File: src/design/i2p_pkg.sv
// Shared character codes, result type and classification helpers for the
// infix-to-postfix converter. No dependencies.
`default_nettype none

package i2p_pkg;

   localparam logic [7:0] CH_NUL   = 8'h00;
   localparam logic [7:0] CH_TAB   = 8'h09;
   localparam logic [7:0] CH_LF    = 8'h0A;
   localparam logic [7:0] CH_SPACE = 8'h20;
   localparam logic [7:0] CH_POW   = 8'h5E;  // ^
   localparam logic [7:0] CH_MUL   = 8'h2A;  // *
   localparam logic [7:0] CH_DIV   = 8'h2F;  // /
   localparam logic [7:0] CH_MOD   = 8'h25;  // %
   localparam logic [7:0] CH_ADD   = 8'h2B;  // +
   localparam logic [7:0] CH_SUB   = 8'h2D;  // -
   localparam logic [7:0] CH_OPEN  = 8'h28;  // (
   localparam logic [7:0] CH_CLOSE = 8'h29;  // )

   // one postfix result before the run-last marker is known
   typedef struct packed {
      logic [7:0] ch;
      logic       term;
      logic       ovf;
   } i2p_result_type;

   function automatic logic [1:0] prec_of(input logic [7:0] ch);
      logic [1:0] p;
      case (ch)
         CH_POW:                 p = 2'd3;
         CH_MUL, CH_DIV, CH_MOD: p = 2'd2;
         CH_ADD, CH_SUB:         p = 2'd1;
         default:                p = 2'd0;
      endcase
      return p;
   endfunction

   function automatic logic is_operand(input logic [7:0] ch);
      return (ch >= "a" && ch <= "z") || (ch >= "A" && ch <= "Z") ||
             (ch >= "0" && ch <= "9");
   endfunction

   function automatic logic is_skip(input logic [7:0] ch);
      return (ch == CH_SPACE) || (ch == CH_TAB) || (ch == CH_LF) || (ch == CH_NUL);
   endfunction

   // true when the stacked operator must leave before the incoming one goes on
   function automatic logic pops_over(input logic [7:0] top, input logic [7:0] cur);
      logic [1:0] pt;
      logic [1:0] pc;
      pt = prec_of(top);
      pc = prec_of(cur);
      return (pt > pc) || ((pt == pc) && (cur != CH_POW));
   endfunction

endpackage

`default_nettype wire

File: src/design/infix_to_postfix_converter.sv
// Infix-to-postfix converter top level: sequencer, operator stack in RAM,
// output register. Depends on i2p_pkg and i2p_ram.
`default_nettype none

// Takes one infix character per word and emits postfix characters
// (shunting-yard). The operator stack lives in a RAM of STACK_DEPTH bytes
// with a registered read. A word that does not look at the stack goes from
// idle to the finish state. An operator or ')' on a non-empty stack reads the
// top, then pops operators while they leave before it (or until '(' for ')'),
// stalling while the output is full. A word with req_tlast set then flushes
// the stack entry by entry and then emits the zero terminator word.
// A push onto a full stack drops the symbol and sets the sticky overflow flag,
// which clears once the terminator is emitted. rsp_tlast marks the last result
// of each input word. One result is buffered until the next is known, and one
// sits in the output register, so a stalled output holds the sequencer.
module infix_to_postfix_converter #(
   parameter int STACK_DEPTH = 32
) (
   input  wire logic       clock,
   input  wire logic       reset,
   input  wire logic       req_tvalid,
   output logic            req_tready,
   input  wire logic [7:0] req_tdata,   // [7:0] in_char
   input  wire logic       req_tlast,   // expr_end
   output logic            rsp_tvalid,
   input  wire logic       rsp_tready,
   output logic      [7:0] rsp_tdata,   // [7:0] out_char
   output logic            rsp_tlast,   // run_last
   output logic      [1:0] rsp_tuser    // [0] terminator, [1] overflow_seen
);

   import i2p_pkg::*;

   localparam int AW = $clog2(STACK_DEPTH);
   localparam int CW = $clog2(STACK_DEPTH + 1);

   typedef enum logic [2:0] {
      ST_IDLE,
      ST_POP,
      ST_FLUSH,
      ST_FPOP,
      ST_FIN
   } state_type;

   state_type      state_ff, state_in;
   logic [CW-1:0]  count_ff, count_in;
   logic           ovf_ff, ovf_in;
   logic [7:0]     ch_ff, ch_in;
   logic           end_ff, end_in;
   logic           hold_valid_ff, hold_valid_in;
   i2p_result_type hold_ff, hold_in;
   logic           rsp_valid_ff, rsp_valid_in;
   i2p_result_type rsp_res_ff, rsp_res_in;
   logic           rsp_last_ff, rsp_last_in;

   logic           wr_en, rd_en;
   logic [AW-1:0]  wr_addr, rd_addr;
   logic [7:0]     wr_data, rd_data;

   logic           out_free, can_gen, accept, is_close;
   logic           push_en, gen_en;
   logic [CW-1:0]  push_base, cnt_dec, cnt_dec2;
   logic [7:0]     push_data;
   i2p_result_type gen_data;
   state_type      after_item;

   i2p_ram #(
      .WIDTH (8),
      .DEPTH (STACK_DEPTH)
   ) u_stack (
      .clock   (clock),
      .wr_en   (wr_en),
      .wr_addr (wr_addr),
      .wr_data (wr_data),
      .rd_en   (rd_en),
      .rd_addr (rd_addr),
      .rd_data (rd_data)
   );

   assign req_tready = (state_ff == ST_IDLE);
   assign accept     = req_tvalid && req_tready;
   assign out_free   = !rsp_valid_ff || rsp_tready;
   assign can_gen    = !hold_valid_ff || out_free;
   assign cnt_dec    = count_ff - CW'(1);
   assign cnt_dec2   = count_ff - CW'(2);
   assign is_close   = (ch_ff == CH_CLOSE);
   assign after_item = end_ff ? ST_FLUSH : ST_FIN;

   always_comb begin
      state_in      = state_ff;
      count_in      = count_ff;
      ovf_in        = ovf_ff;
      ch_in         = ch_ff;
      end_in        = end_ff;
      hold_valid_in = hold_valid_ff;
      hold_in       = hold_ff;
      rsp_valid_in  = rsp_valid_ff && !rsp_tready;
      rsp_res_in    = rsp_res_ff;
      rsp_last_in   = rsp_last_ff;
      wr_en         = 1'b0;
      wr_addr       = count_ff[AW-1:0];
      wr_data       = ch_ff;
      rd_en         = 1'b0;
      rd_addr       = cnt_dec[AW-1:0];
      push_en       = 1'b0;
      push_base     = count_ff;
      push_data     = ch_ff;
      gen_en        = 1'b0;
      gen_data      = '{ch: rd_data, term: 1'b0, ovf: ovf_ff};

      unique case (state_ff)
         ST_IDLE: begin
            if (accept) begin
               ch_in  = req_tdata;
               end_in = req_tlast;
               if (is_skip(req_tdata)) begin
                  state_in = req_tlast ? ST_FLUSH : ST_FIN;
               end else if (is_operand(req_tdata)) begin
                  gen_en   = 1'b1;
                  gen_data = '{ch: req_tdata, term: 1'b0, ovf: ovf_ff};
                  state_in = req_tlast ? ST_FLUSH : ST_FIN;
               end else if (req_tdata == CH_OPEN || count_ff == '0) begin
                  // an unmatched close on an empty stack is dropped
                  push_en   = (req_tdata != CH_CLOSE);
                  push_data = req_tdata;
                  state_in  = req_tlast ? ST_FLUSH : ST_FIN;
               end else begin
                  rd_en    = 1'b1;
                  state_in = ST_POP;
               end
            end
         end
         ST_POP: begin
            if (rd_data == CH_OPEN) begin
               if (is_close) begin
                  count_in = cnt_dec;
               end else begin
                  push_en = 1'b1;
               end
               state_in = after_item;
            end else if (is_close || pops_over(rd_data, ch_ff)) begin
               if (can_gen) begin
                  gen_en   = 1'b1;
                  count_in = cnt_dec;
                  if (cnt_dec != '0) begin
                     rd_en   = 1'b1;
                     rd_addr = cnt_dec2[AW-1:0];
                  end else begin
                     push_en   = !is_close;
                     push_base = cnt_dec;
                     state_in  = after_item;
                  end
               end
            end else begin
               push_en  = 1'b1;
               state_in = after_item;
            end
         end
         ST_FLUSH: begin
            if (count_ff != '0) begin
               rd_en    = 1'b1;
               state_in = ST_FPOP;
            end else if (can_gen) begin
               gen_en   = 1'b1;
               gen_data = '{ch: CH_NUL, term: 1'b1, ovf: ovf_ff};
               ovf_in   = 1'b0;
               state_in = ST_FIN;
            end
         end
         ST_FPOP: begin
            if (can_gen) begin
               gen_en   = 1'b1;
               count_in = cnt_dec;
               if (cnt_dec != '0) begin
                  rd_en   = 1'b1;
                  rd_addr = cnt_dec2[AW-1:0];
               end else begin
                  state_in = ST_FLUSH;
               end
            end
         end
         ST_FIN: begin
            if (!hold_valid_ff) begin
               state_in = ST_IDLE;
            end else if (out_free) begin
               rsp_valid_in  = 1'b1;
               rsp_res_in    = hold_ff;
               rsp_last_in   = 1'b1;
               hold_valid_in = 1'b0;
               state_in      = ST_IDLE;
            end
         end
         default: begin
            state_in = ST_IDLE;
         end
      endcase

      if (push_en) begin
         if (push_base == CW'(STACK_DEPTH)) begin
            ovf_in = 1'b1;
         end else begin
            wr_en    = 1'b1;
            wr_addr  = push_base[AW-1:0];
            wr_data  = push_data;
            count_in = push_base + CW'(1);
         end
      end

      // a new result pushes the held one out; it was not the last of the run
      if (gen_en) begin
         if (hold_valid_ff) begin
            rsp_valid_in = 1'b1;
            rsp_res_in   = hold_ff;
            rsp_last_in  = 1'b0;
         end
         hold_valid_in = 1'b1;
         hold_in       = gen_data;
      end
   end

   always_ff @(posedge clock) begin
      if (reset) begin
         state_ff      <= ST_IDLE;
         count_ff      <= '0;
         ovf_ff        <= 1'b0;
         hold_valid_ff <= 1'b0;
         rsp_valid_ff  <= 1'b0;
      end else begin
         state_ff      <= state_in;
         count_ff      <= count_in;
         ovf_ff        <= ovf_in;
         hold_valid_ff <= hold_valid_in;
         rsp_valid_ff  <= rsp_valid_in;
      end
      ch_ff       <= ch_in;
      end_ff      <= end_in;
      hold_ff     <= hold_in;
      rsp_res_ff  <= rsp_res_in;
      rsp_last_ff <= rsp_last_in;
   end

   assign rsp_tvalid   = rsp_valid_ff;
   assign rsp_tdata    = rsp_res_ff.ch;
   assign rsp_tlast    = rsp_last_ff;
   assign rsp_tuser[0] = rsp_res_ff.term;
   assign rsp_tuser[1] = rsp_res_ff.ovf;

   a_count_bound: assert property (@(posedge clock) disable iff (reset)
      count_ff <= CW'(STACK_DEPTH))
      else $error("stack count beyond depth");

   a_idle_hold_empty: assert property (@(posedge clock) disable iff (reset)
      state_ff == ST_IDLE |-> !hold_valid_ff)
      else $error("result left behind when taking a new word");

   a_term_is_last: assert property (@(posedge clock) disable iff (reset)
      rsp_valid_ff && rsp_res_ff.term |-> rsp_last_ff)
      else $error("terminator not marked last");

   a_term_clears_ovf: assert property (@(posedge clock) disable iff (reset)
      state_ff == ST_FLUSH && count_ff == '0 && can_gen |=> !ovf_ff)
      else $error("overflow flag survived the terminator");

endmodule

`default_nettype wire

File: src/design/i2p_ram.sv
// Generic simple dual-port RAM: one write port, one read port, registered read.
// No dependencies.
`default_nettype none

module i2p_ram #(
   parameter int WIDTH = 8,
   parameter int DEPTH = 32
) (
   input  wire logic                     clock,
   input  wire logic                     wr_en,
   input  wire logic [$clog2(DEPTH)-1:0] wr_addr,
   input  wire logic [WIDTH-1:0]         wr_data,
   input  wire logic                     rd_en,
   input  wire logic [$clog2(DEPTH)-1:0] rd_addr,
   output logic      [WIDTH-1:0]         rd_data
);

   logic [WIDTH-1:0] mem_ff [DEPTH];
   logic [WIDTH-1:0] rd_data_ff;

   always_ff @(posedge clock) begin
      if (wr_en) begin
         mem_ff[wr_addr] <= wr_data;
      end
      // read data holds until the next read
      if (rd_en) begin
         rd_data_ff <= mem_ff[rd_addr];
      end
   end

   assign rd_data = rd_data_ff;

endmodule

`default_nettype wire

File: config.mk
export PLATFORM = sky130hd
export DESIGN_NAME = infix_to_postfix_converter
export DESIGN_NICKNAME = d
export VERILOG_FILES = /design/src/design/i2p_pkg.sv /design/src/design/infix_to_postfix_converter.sv /design/src/design/i2p_ram.sv
export SDC_FILE = /design/constraint.sdc
export NUM_CORES = 1
export LEC_CHECK = 0
export ABC_AREA = 1
export ABC_CLOCK_PERIOD_IN_PS = 7800
export BUFFER_PORTS_ARGS = -buffer_cell sky130_fd_sc_hd__clkbuf_2
export CAP_MARGIN = 20
export CORE_UTILIZATION = 68
export DETAILED_ROUTE_END_ITERATION = 6
export HOLD_SLACK_MARGIN = 0.08
export PLACE_DENSITY = 0.94
export SETUP_SLACK_MARGIN = 0.1
export SYNTH_ARGS = -nofsm -noshare
export SYNTH_HDL_FRONTEND = slang
export SYNTH_SLANG_ARGS = --single-unit
File: constraint.sdc
create_clock -name clock -period 7.8 [get_ports clock]
set_clock_uncertainty 0.15 [all_clocks]
set_input_delay 1.17 -clock clock [delete_from_list [all_inputs] [get_ports clock]]
set_output_delay 1.17 -clock clock [all_outputs]
set_load 0.03 [all_outputs]
---- Yosys cells after proc, flatten, opt, wreduce, memory -nomap -nowiden ----
Memory sizes are Yosys's and may differ from the RTL's. A register that Yosys moved wholly into a read port is not among the register bits.
Cells that the tools add are included.
word-level totals
  bits in registers ....................... 42
  bits in latches ......................... 0
  bits in writable memories ............... 256
  memory bits (read-only) ................. 0
  input bits .............................. 13
  output and inout bits ................... 13
  logic and storage cells ................. 201
  memories ................................ 1
memories
  memory          words  bits a word  rd ports  clocked after memory_dff  write ports  line           source
  u_stack.mem_ff  32     8            1         1                         1            i2p_ram.sv:18  logic [WIDTH-1:0] mem_ff [DEPTH];
cells by class
  $add $sub $neg .......................... 3
  multipliers ............................. 0
  divide/modulo/power cells ............... 0
  $lt $le $gt $ge ......................... 7
  equal/unequal tests ..................... 33
  shift-type cells ........................ 0
  mux-type cells .......................... 111
  bitwise gates (word level) .............. 0
  reduce and logical (&&, ||, !) cells .... 32
operators with widths
  kind                  number
  $eq A8 B6 Y1 const B  14
  $mux W10              10
  $mux W6               11
  $mux W8               7
  $mux W1               48
  $mux W3               16
  $mux W5               6
  $pmux W10 S2          1
  $eq A8 B4 Y1 const B  2
  $eq A8 B7 Y1 const B  2
  $ge A8 B7 Y1 const B  2
  $le A8 B7 Y1 const B  2
  $pmux W3 S5           1
  $pmux W2 S3           2
  $pmux W6 S2           1
  $reduce_bool A6 Y1    2
  $logic_or A1 B1 Y1    10
  $pmux W5 S2           1
  $ge A8 B6 Y1 const B  1
  $le A8 B6 Y1 const B  1
  $logic_not A8 Y1      1
  $mux W2               4
  $ne A4 B4 Y1 const B  2
  $ne A8 B6 Y1 const B  1
  other kinds (24)      38

---- Logic depth before layout (Yosys ltp) ----
Gate-level depths: netlist (run 1).
  depth after elaboration ................. 17
  mapped depth ............................ 26
  gate-level depth less buffers ........... 24

---- By module ----
From an unflattened synthesis (run 1), not the netlist that was laid out.
unflattened totals
  cells, all modules ...................... 1,392
  area, all modules ....................... 14,242.4 um^2
by module, submodules not included
  module                      instances  cells each  area each (um^2)  sequential area each (um^2)
  i2p_ram                     1          922         10,866.7          7,927.6
  infix_to_postfix_converter  1          470         3,375.7           1,141.1

---- Least setup slack after synthesis (run 1) ----
OpenSTA, ideal clock, no wires.
  path type ............................... register to register
  from .................................... register ch_ff[0]
  to ...................................... memory u_stack.mem_ff[0][2] (data pin)
  setup time .............................. 454 ps
  arrival time ............................ 4,269 ps
  data required time ...................... 7,196 ps
  path slack .............................. 2,926 ps
  stages on the path, launching flop included .. 22
  buffers on the path ..................... 1
  clock period less this slack ............ 4,874 ps
  cell sequence ........................... edfxtp_1 > inv_1 > nand2_1 > nor2_1 > nand2_1 > a21boi_0 > ha_1 > a21boi_0 > or2_2 > nand2_1 > nand2_1 > nand3_2 > inv_2 > o211ai_1 > o21ai_0 > ha_1 > nand4_1 > nand2_2 > inv_2 > nand2_1 > buf_2 > o21ai_0
on the way
  cells in the longest elaborated chain, start to end .. 15
  elaborated cells on any way between the ends .. 31
  those cells by class .................... 1 x order compare; 10 x eq/ne; 14 x mux; 6 x reduce/logical
ends and longest elaborated chain
  item                                                         line                               source
  start: declaration                                           infix_to_postfix_converter.sv:48   logic [7:0] ch_ff, ch_in;
  start signal: assignment                                     infix_to_postfix_converter.sv:235  ch_ff <= ch_in;
  $eq A8 B6 Y1                                                 i2p_pkg.sv:29                      case (ch)
  $reduce_or A3 Y1 / $reduce_or A2 Y1 (equally long branches)  i2p_pkg.sv:29
  $pmux W2 S3                                                  i2p_pkg.sv:29
  $mux W2                                                      infix_to_postfix_converter.sv:134  if (rd_data == CH_OPEN) begin
  $mux W2                                                      infix_to_postfix_converter.sv:111  unique case (state_ff)
  $eq A2 B2 Y1                                                 i2p_pkg.sv:53                      return (pt > pc) || ((pt == pc) && (cur != CH_POW));
  $logic_and A1 B1 Y1                                          i2p_pkg.sv:53
  $logic_or A1 B1 Y1                                           i2p_pkg.sv:53
  $logic_or A1 B1 Y1                                           infix_to_postfix_converter.sv:141  end else if (is_close || pops_over(rd_data, ch_ff)) begin
  $mux W6                                                      infix_to_postfix_converter.sv:141
  $mux W6                                                      infix_to_postfix_converter.sv:134
  $mux W6                                                      infix_to_postfix_converter.sv:111
  $eq A6 B6 Y1                                                 infix_to_postfix_converter.sv:199  if (push_base == CW'(STACK_DEPTH)) begin
  $mux W8                                                      infix_to_postfix_converter.sv:199
  $mux W8 *                                                    infix_to_postfix_converter.sv:198  if (push_en) begin
  named net u_stack.wr_data[2]                                 i2p_ram.sv:12                      input wire logic [WIDTH-1:0] wr_data,
  end: declaration                                             i2p_ram.sv:18
Mark *: on every way through the listed nets, which the timed path passes. The rest lies on a longest branch. The select of a mux whose other input is x is not followed.

---- Final worst setup path (run 1) ----
  from .................................... register u_stack.rd_data_ff[1], in the netlist u_stack.rd_data[1] (read register of u_stack.mem_ff)
  to ...................................... memory u_stack.mem_ff[17][5] (enable)
on the way
  cells in the longest elaborated chain, start to end .. 17
  elaborated cells on any way between the ends .. 30
  those cells by class .................... 1 x order compare; 9 x eq/ne; 15 x mux; 5 x reduce/logical
ends and longest elaborated chain
  item                                                         line                               source
  start: declaration                                           i2p_ram.sv:19                      logic [WIDTH-1:0] rd_data_ff;
  $eq A8 B6 Y1                                                 i2p_pkg.sv:29
  $reduce_or A3 Y1 / $reduce_or A2 Y1 (equally long branches)  i2p_pkg.sv:29
  $pmux W2 S3                                                  i2p_pkg.sv:29
  $mux W2                                                      infix_to_postfix_converter.sv:134
  $mux W2                                                      infix_to_postfix_converter.sv:111
  $eq A2 B2 Y1                                                 i2p_pkg.sv:53
  $logic_and A1 B1 Y1                                          i2p_pkg.sv:53
  $logic_or A1 B1 Y1                                           i2p_pkg.sv:53
  $logic_or A1 B1 Y1                                           infix_to_postfix_converter.sv:141
  $mux W6                                                      infix_to_postfix_converter.sv:141
  $mux W6                                                      infix_to_postfix_converter.sv:134
  $mux W6                                                      infix_to_postfix_converter.sv:111
  $eq A6 B6 Y1                                                 infix_to_postfix_converter.sv:199
  $mux W1                                                      infix_to_postfix_converter.sv:199
  $mux W1                                                      infix_to_postfix_converter.sv:198
  $mux W1                                                      i2p_ram.sv:22                      if (wr_en) begin
  $mux W1 (not written as such)                                i2p_ram.sv:23                      mem_ff[wr_addr] <= wr_data;
Parallel ways exist; a longest one is shown, timed or not. The select of a mux whose other input is x is not followed.

==> metrics.yaml, run 1 <==
power_and_ir_drop:
  leakage_uw: 0.00654
  ir_drop_mv: 0.307
  power_density_nw_per_um2: 461
  finalPower_uw: 7320
floorplan:
  die_area_sq_um: 22200
  fp-row-count: 53
  pin_count: 26
  start_util_pct: 69.7
  die_h_um: 149
  core_region_area_sq_um: 21100
  die_w_um: 149
sta:
  fin_crit_sh_pct: 69.5
  hold_violations: 0
  tightest_slew_ns: 1.05
  fmax_mhz: 185
  slew_headroom_pct: 29.7
  setup_viol: 0
  rsz0062_at_grt: "no"
  final.setup.tns_ns: 0
  final-max-slew-violation-count: 0
  layout_min_cycle_time_ns: 5.42
cts:
  cts_tree: "built"
  cts_buffer_depth: 3
  htree_levels: 1
  clockRootBuffer: "clkbuf_16"
  clk_pin_slew_ns: 0.07
  post_cts_buffers: 0
  cts_sinks: 306
  ctsResizeCount: 0
  hold_buffers: 0
  clkLatencyLatePin_ns: 0.57
  cts_buffers: 29
synthesis:
  synth.largest_area_cell: "edfxtp_1"
  synth.ff_latch_count: 306
  synthArstFlopShare_pct: 0
  syn-num-nets: 1517
  synth-seq-area-share_pct: 61.7
  synthTopCellsByArea: "edfxtp_1 60%, nand3_1 10%, nand2_1 8.6%"
  yosysWarnings: 0
  synth_edf_count: 294
  yosysMostFrequentCell: "nand2_1"
  synth_top_flop_cell: "edfxtp_1"
  syn_inst: 1497
  syn_area_sq_um: 14700
  synth_top_area_share_pct: 60.1
  synthTopCellsByCount: "337 x nand2_1, 299 x nand3_1, 294 x edfxtp_1, 204 x inv_1, 76 x nor2_1"
  ys_types: 47
  synth_area_per_cell_sq_um: 9.82
hold_path:
  worstHoldStart: "ovf_ff"
  hp-class: "flip-flop to flip-flop"
run:
  cap_viol_max_count: 0
placed_design:
  globalplace.congestion: 1.03
  port_buffers: 25
  place_area_sq_um: 15000
  place_hpwl_um: 22300
grt:
  overflow: 0
  grt_pass1_vias: 11000
  grt_max_degree: 74
  antenna_found_initial: 0
  grt_pass1_wl_um: 57600
  track_usage_pct: 34.2
route:
  wl_per_cell_um: 20.6
  wirelength_um: 37000
  antenna_left: 0
  post-route-drc-count: 6
  vias: 11600
  first_pass_iters: 7
  vias_per_cell: 6.44
  drtIter0Drc: 1734
cells_and_area:
  area_growth_pct: 8.02
  final_nets: 1519
  final_area_sq_um: 15900
  fin_util_pct: 75.3
  nFillCells: 1277
  drive_above_1_share_pct: 8.88
  n_antenna_cell: 0
critical_path:
  cp.arrival_ns: 5.46
  crit_fanout: 12
  worstPathRequired_ns: 7.84
  path_class: "flip-flop to flip-flop"
  end_kind: "flip-flop"
  regToRegStartpoint: "u_stack.rd_data[1]"
  start_kind: "flip-flop"
  crit_start: "u_stack.rd_data[1]"
outcome:
  status: "finished with violations"
  violations: "DRC"
-- critical path, cell delays in order, from the launching register on --
cell and delay, ns:
edfxtp_1 0.49, inv_1 0.19, nand4_1 0.11, nand2_1 0.08
a31oi_1 0.04, o21ai_0 0.25, ha_1 0.30, a21boi_0 0.12
or2_2 0.26, nand2_1 0.14, nand2_1 0.30, nand3_2 0.22
inv_2 0.09, o211ai_1 0.08, o21ai_0 0.21, ha_1 0.26
nand4_1 0.12, nand2_2 0.17, inv_2 0.16, nand3_1 0.55
nor2_1 0.75
-- placed cells by master, fill, tap and decap left out, drive strengths merged, types with 10 or more instances in the layout --
| cell | count |
|---|---|
| o21ai | 48 |
| nand2 | 344 |
| clkinv | 13 |
| edfxtp | 294 |
| clkbuf | 59 |
| a21oi | 19 |
| nor2 | 88 |
| nand3 | 301 |
| o22ai | 10 |
| dfxtp | 12 |
| inv | 215 |
| nand3b | 40 |
| buf | 17 |
-- power breakdown --
group | internal [uW] | leakage, uW | switching [uW] | total (uW)
logic | 982 | 0.00333 | 2720 | 3710
registers | 2160 | 0.00276 | 104 | 2260
clock network | 758 | 0.000447 | 597 | 1350
total | 3900 | 0.00654 | 3420 | 7320
-- stage by stage --
stage | instances | setup slack [ns] | hold slack (ns)
2_1_floorplan | 1497 | 2.93 | 0.259
3_3_place_gp | 1743 | 2.49 | 0.268
3_5_place_dp | 1743 | 2.34 | 0.266
4_1_cts | 1795 | 2.57 | 0.283
5_1_grt | 1795 | 2.19 | 0.303
6_report | 1795 | 2.38 | 0.285
-- layout make-up --
class                   instances  area (sq um)  area share, %
multi-input cells             906          4500           28.3
repair buffers                 42           253           1.59
well taps                     275           344           2.17
flip-flops and latches        306          9070           57.1
clock inverters                18           154          0.969
clock buffers                  34           754           4.75
inverters                     214           803           5.06
-- routing by layer --
layer  GRT usage (%)  vias to the layer above  routed length (um)
li1                -                     5074                   -
met1            44.2                     5293               12700
met2            55.8                      979               17400
met3            5.57                      213                4480
met4            18.0                        0                2300
met5               0                        -                   0
-- registers in the layout, indices dropped and copies added (netlist names), named ones only --
name / count
u_stack.mem_ff: 256
hold_ff: 10
ch_ff: 8
u_stack.rd_data: 8
count_ff: 6
state_ff: 3
end_ff: 1
hold_valid_ff: 1
ovf_ff: 1
rsp_tvalid: 1
-- worst paths after layout --
| path | to | slack, ns | cells past startpoint |
|---|---|---|---|
| setup / recovery | u_stack.mem_ff[17][5] | 2.38 | 20 |
| hold / removal | hold_ff[0] | 0.29 | 0 |
| setup reg to reg | u_stack.mem_ff[17][5] | 2.38 | 20 |
| hold reg to reg | hold_ff[0] | 0.29 | 0 |
-- kinds of logic after synthesis --
group / Yosys count / synth area share, %
simple gates: 793 / 25.0
buf+inv: 285 / 8.08
fa+ha+maj: 7 / 0.596
flops: 306 / 61.7
xor+xnor: 5 / 0.426
compound gates: 101 / 4.24
(Power assumes the default switching activity.)
==> run 2, diff against run 1 <==
--- a/config.mk
+++ b/config.mk
@@ -5,14 +5,14 @@
 export SDC_FILE = /design/constraint.sdc
 export NUM_CORES = 1
 export LEC_CHECK = 0
-export ABC_AREA = 1
-export ABC_CLOCK_PERIOD_IN_PS = 7800
+export ABC_AREA = 0
+export ABC_CLOCK_PERIOD_IN_PS = 5100
 export BUFFER_PORTS_ARGS = -buffer_cell sky130_fd_sc_hd__clkbuf_2
 export CAP_MARGIN = 20
-export CORE_UTILIZATION = 68
+export CORE_UTILIZATION = 63
 export DETAILED_ROUTE_END_ITERATION = 6
 export HOLD_SLACK_MARGIN = 0.08
-export PLACE_DENSITY = 0.94
+export PLACE_DENSITY = 0.89
 export SETUP_SLACK_MARGIN = 0.1
 export SYNTH_ARGS = -nofsm -noshare
 export SYNTH_HDL_FRONTEND = slang
==> constraint.sdc (replaced) <==
create_clock -name clock -period 5.1 [get_ports clock]
set_clock_uncertainty 0.15 [all_clocks]
set_input_delay 0.765 -clock clock [delete_from_list [all_inputs] [get_ports clock]]
set_output_delay 0.765 -clock clock [all_outputs]
set_load 0.03 [all_outputs]
==> run 2 against run 1 <==
- the flow now finishes without violations
- sequential cell count unchanged
- synthesized area down 2.3%
- wire length up 3.8%
- die area up 5.4%
- critical endpoint is now u_stack.rd_data[5]
- largest power group unchanged
==> metrics.yaml, run 2 <==
outcome:
  status: "completed"  # was finished with violations
cells_and_area:
  n_antenna_cell: 0  # unchanged
  final_nets: 1239  # was 1519
  largest_register_ffs: 256  # unchanged
  area_growth_pct: 12.0  # was 8.02%
  final_common_cell: "edfxtp_1"  # was nand2_1
  reg_top3: "u_stack.mem_ff x256, hold_ff x10"  # unchanged
  nFillCells: 1313  # was 1277
  drive_above_1_share_pct: 14.3  # was 8.88%
  top_register: "u_stack.mem_ff"  # unchanged
  final_cell_mix: "294 x edfxtp_1, 127 x nor3_1, 121 x nand2_1, 71 x nor2_1, 62 x buf_4"  # was 335 x nand2_1, 299 x nand3_1, 294 x edfxtp_1, 204 x inv_1, 76 x nor2_1
grt:
  grt_pass1_vias: 10400  # was 11000
  grt_max_degree: 63  # was 74
  grt_pass1_wl_um: 57900  # was 57600 um
  overflow: 0  # unchanged
  track_usage_pct: 31.9  # was 34.2%
  antenna_found_initial: 0  # unchanged
synthesis:
  synth-seq-area-share_pct: 63.1  # was 61.7%
  synth.largest_area_cell: "edfxtp_1"  # unchanged
  synthArstFlopShare_pct: 0  # unchanged
  synth_area_per_cell_sq_um: 12.2  # was 9.82 sq um
  synth.ff_latch_count: 306  # unchanged
  ys_types: 72  # was 47
  synthTopCellsByArea: "edfxtp_1 61%, nor3_1 4.4%, o32ai_1 3.5%"  # was edfxtp_1 60%, nand3_1 10%, nand2_1 8.6%
  syn_area_sq_um: 14400  # was 14700 sq um
  synth_top_area_share_pct: 61.5  # was 60.1%
  yosysMostFrequentCell: "edfxtp_1"  # was nand2_1
  synth_top_flop_cell: "edfxtp_1"  # unchanged
  yosysWarnings: 0  # unchanged
  syn_inst: 1179  # was 1497
  synthTopCellsByCount: "294 x edfxtp_1, 127 x nor3_1, 124 x nand2_1, 72 x nor2_1, 60 x nor4_1"  # was 337 x nand2_1, 299 x nand3_1, 294 x edfxtp_1, 204 x inv_1, 76 x nor2_1
  synth_edf_count: 294  # unchanged
  syn-num-nets: 1199  # was 1517
critical_path:
  cpPeakStageDelay_ns: 0.65  # was 0.75 ns
  path_class: "flip-flop to flip-flop"  # unchanged
  rrSetupSlack_ns: 0.23  # was 2.38 ns
  cpMostUsedCell: "and2_1"  # was nand2_1
  r2r-end: "u_stack.rd_data[5]"  # was u_stack.mem_ff[17][5]
  regToRegStartpoint: "ch_ff[6]"  # was u_stack.rd_data[1]
  start_kind: "flip-flop"  # unchanged
  path_cells: "nor4b_4 -> and2_1 -> nand2_1 -> o31ai_1 -> a2bb2oi_1 -> nor2b_1 -> ha_1 -> and2_1 -> and4bb_4 -> o31ai_4 -> buf_4 -> o21ai_0 -> a32o_1 -> nor2_1 -> o211ai_1 -> nand4_1 -> a311o_1"  # was inv_1 -> nand4_1 -> nand2_1 -> a31oi_1 -> o21ai_0 -> ha_1 -> a21boi_0 -> or2_2 -> nand2_1 -> nand2_1 -> nand3_2 -> inv_2 -> o211ai_1 -> o21ai_0 -> ha_1 -> nand4_1 -> nand2_2 -> inv_2 -> nand3_1 -> nor2_1
  crit_fanout: 9  # was 12
  end_kind: "flip-flop"  # unchanged
  crit_start: "ch_ff[6]"  # was u_stack.rd_data[1]
  ff2ff_path_depth: 17  # was 20
  worstPathRequired_ns: 5.37  # was 7.84 ns
  critPathSlowestCell: "nor2_1"  # unchanged
  cp.arrival_ns: 5.14  # was 5.46 ns
  endpoint: "u_stack.rd_data[5]"  # was u_stack.mem_ff[17][5]
sta:
  slew_headroom_pct: 38.0  # was 29.7%
  fin_crit_sh_pct: 95.6  # was 69.5%
  fmax_mhz: 205  # was 185 MHz
  final-max-slew-violation-count: 0  # unchanged
  final.setup.tns_ns: 0  # unchanged
  whs_ns: 0.281  # was 0.285 ns
  layout_min_cycle_time_ns: 4.87  # was 5.42 ns
  hold_violations: 0  # unchanged
  setup_viol: 0  # unchanged
  tightest_slew_ns: 0.928  # was 1.05 ns
floorplan:
  pin_count: 26  # unchanged
  die_h_um: 153  # was 149 um
  fp-row-count: 54  # was 53
  die_w_um: 153  # was 149 um
  die_area_sq_um: 23400  # was 22200 sq um
  core_region_area_sq_um: 22100  # was 21100 sq um
  start_util_pct: 65.0  # was 69.7%
route:
  post-route-drc-count: 0  # was 6
  wirelength_um: 38400  # was 37000 um
  drtIter0Drc: 2048  # was 1734
  first_pass_iters: 6  # was 7
  vias_per_cell: 7.32  # was 6.44
  wl_per_cell_um: 25.2  # was 20.6 um
  antenna_left: 0  # unchanged
  vias: 11100  # was 11600
cts:
  cts_tree: "built"  # unchanged
  cts_buffer_depth: 3  # unchanged
  clkLatencyLatePin_ns: 0.57  # about the same
  cts_sinks: 306  # unchanged
  htree_levels: 1  # unchanged
  hold_buffers: 0  # unchanged
  clockRootBuffer: "clkbuf_16"  # unchanged
  clk_pin_slew_ns: 0.07  # about the same
  cts_buffers: 30  # was 29
hold_path:
  hp-class: "input port to flip-flop"  # was flip-flop to flip-flop
run:
  cap_viol_max_count: 0  # unchanged
placed_design:
  place_hpwl_um: 22800  # was 22300 um
  port_buffers: 25  # unchanged
  globalplace.congestion: 0.935  # was 1.03
power_and_ir_drop:
  power_density_nw_per_um2: 667  # was 461 nW/um^2
  ir_drop_mv: 0.410  # was 0.307 mV
  leakage_uw: 0.00538  # was 0.00654 uW
run 2: kinds of logic (layout without fill, tap and decap cells):
group | after synthesis | after routing | synth area share, %
xor gates and xnor gates | 11 | 11 | 0.671
buffers and inverters | 100 | 164 | 3.03
muxes | 45 | 45 | 3.23
and+or+nand+nor | 477 | 477 | 16.7
DFF | 306 | 306 | 63.1
adders and majority gates | 7 | 7 | 0.610
AOI/OAI and AO/OA | 233 | 233 | 12.6
run 2: area by class of cell:
type | count | area [sq um] | share of cell area [%]
Sequential cell | 306 | 9070 | 56.4
Multi-Input combinational cell | 773 | 4990 | 31.0
Clock buffer | 37 | 798 | 4.96
Timing Repair Buffer | 94 | 708 | 4.40
Tap cell | 280 | 350 | 2.18
Clock inverter | 19 | 128 | 0.793
Inverter | 14 | 52.6 | 0.327
run 2: power breakdown:
| group | total, uW | internal [uW] | switching, uW |
|---|---|---|---|
| sequential | 3420 | 3240 | 174 |
| clock | 2100 | 1160 | 939 |
| combinational | 5210 | 1700 | 3520 |
run 2: per-layer routing:
| metal | GRT usage [%] | wire length [um] | vias up |
|---|---|---|---|
| li1 | - | - | 4764 |
| met1 | 44.1 | 14000 | 5218 |
| met2 | 48.8 | 17000 | 992 |
| met3 | 5.30 | 5390 | 171 |
| met4 | 17.6 | 2050 | 0 |
| met5 | 0 | 0 | - |
run 2: repair_timing:
action                     in CTS  in global routing
pin swaps                       0                  3
setup buffers                   0                  3
hold endpoints to repair        0                  0
resized for setup               4                 23
setup endpoints to repair     423                520
run 2: how the worst min path moves through the flow:
| stage | depth (start not counted) | startpoint | slack (ns) | end |
|---|---|---|---|---|
| global route | 1 | req_tlast | 0.28 | end_ff |
| detailed placement | 0 | ovf_ff | 0.27 | hold_ff[0] |
| CTS | 1 | req_tlast | 0.27 | end_ff |
| global placement | 0 | ovf_ff | 0.27 | hold_ff[0] |
| floorplan | 0 | ovf_ff | 0.26 | hold_ff[0] |
| finish | 1 | req_tlast | 0.28 | end_ff |
run 2: worst max-delay path: cells and delay by family, from the launching register on:
kind,cells,cell delay (ns)
adder cells (fa/ha/maj),1,0.24
flip-flops,1,0.47
AND/OR/NAND/NOR,8,2.10
buffers and inverters,1,0.20
AO/OA/AOI/OAI,7,1.57
run 2: stage by stage:
stage	area [sq um]	total power (uW)	instances	setup WS (ns)	utilization (%)
after global routing	16100	11100	1523	-0.0000631	72.8
after global placement	15000	8080	1462	0.0793	67.8
after detailed placement	15000	8260	1463	-0.0715	67.9
after floorplan	14400	6720	1179	0.414	-
after CTS	15900	10400	1519	-0.110	72.1
final	16100	10700	1523	0.226	72.8
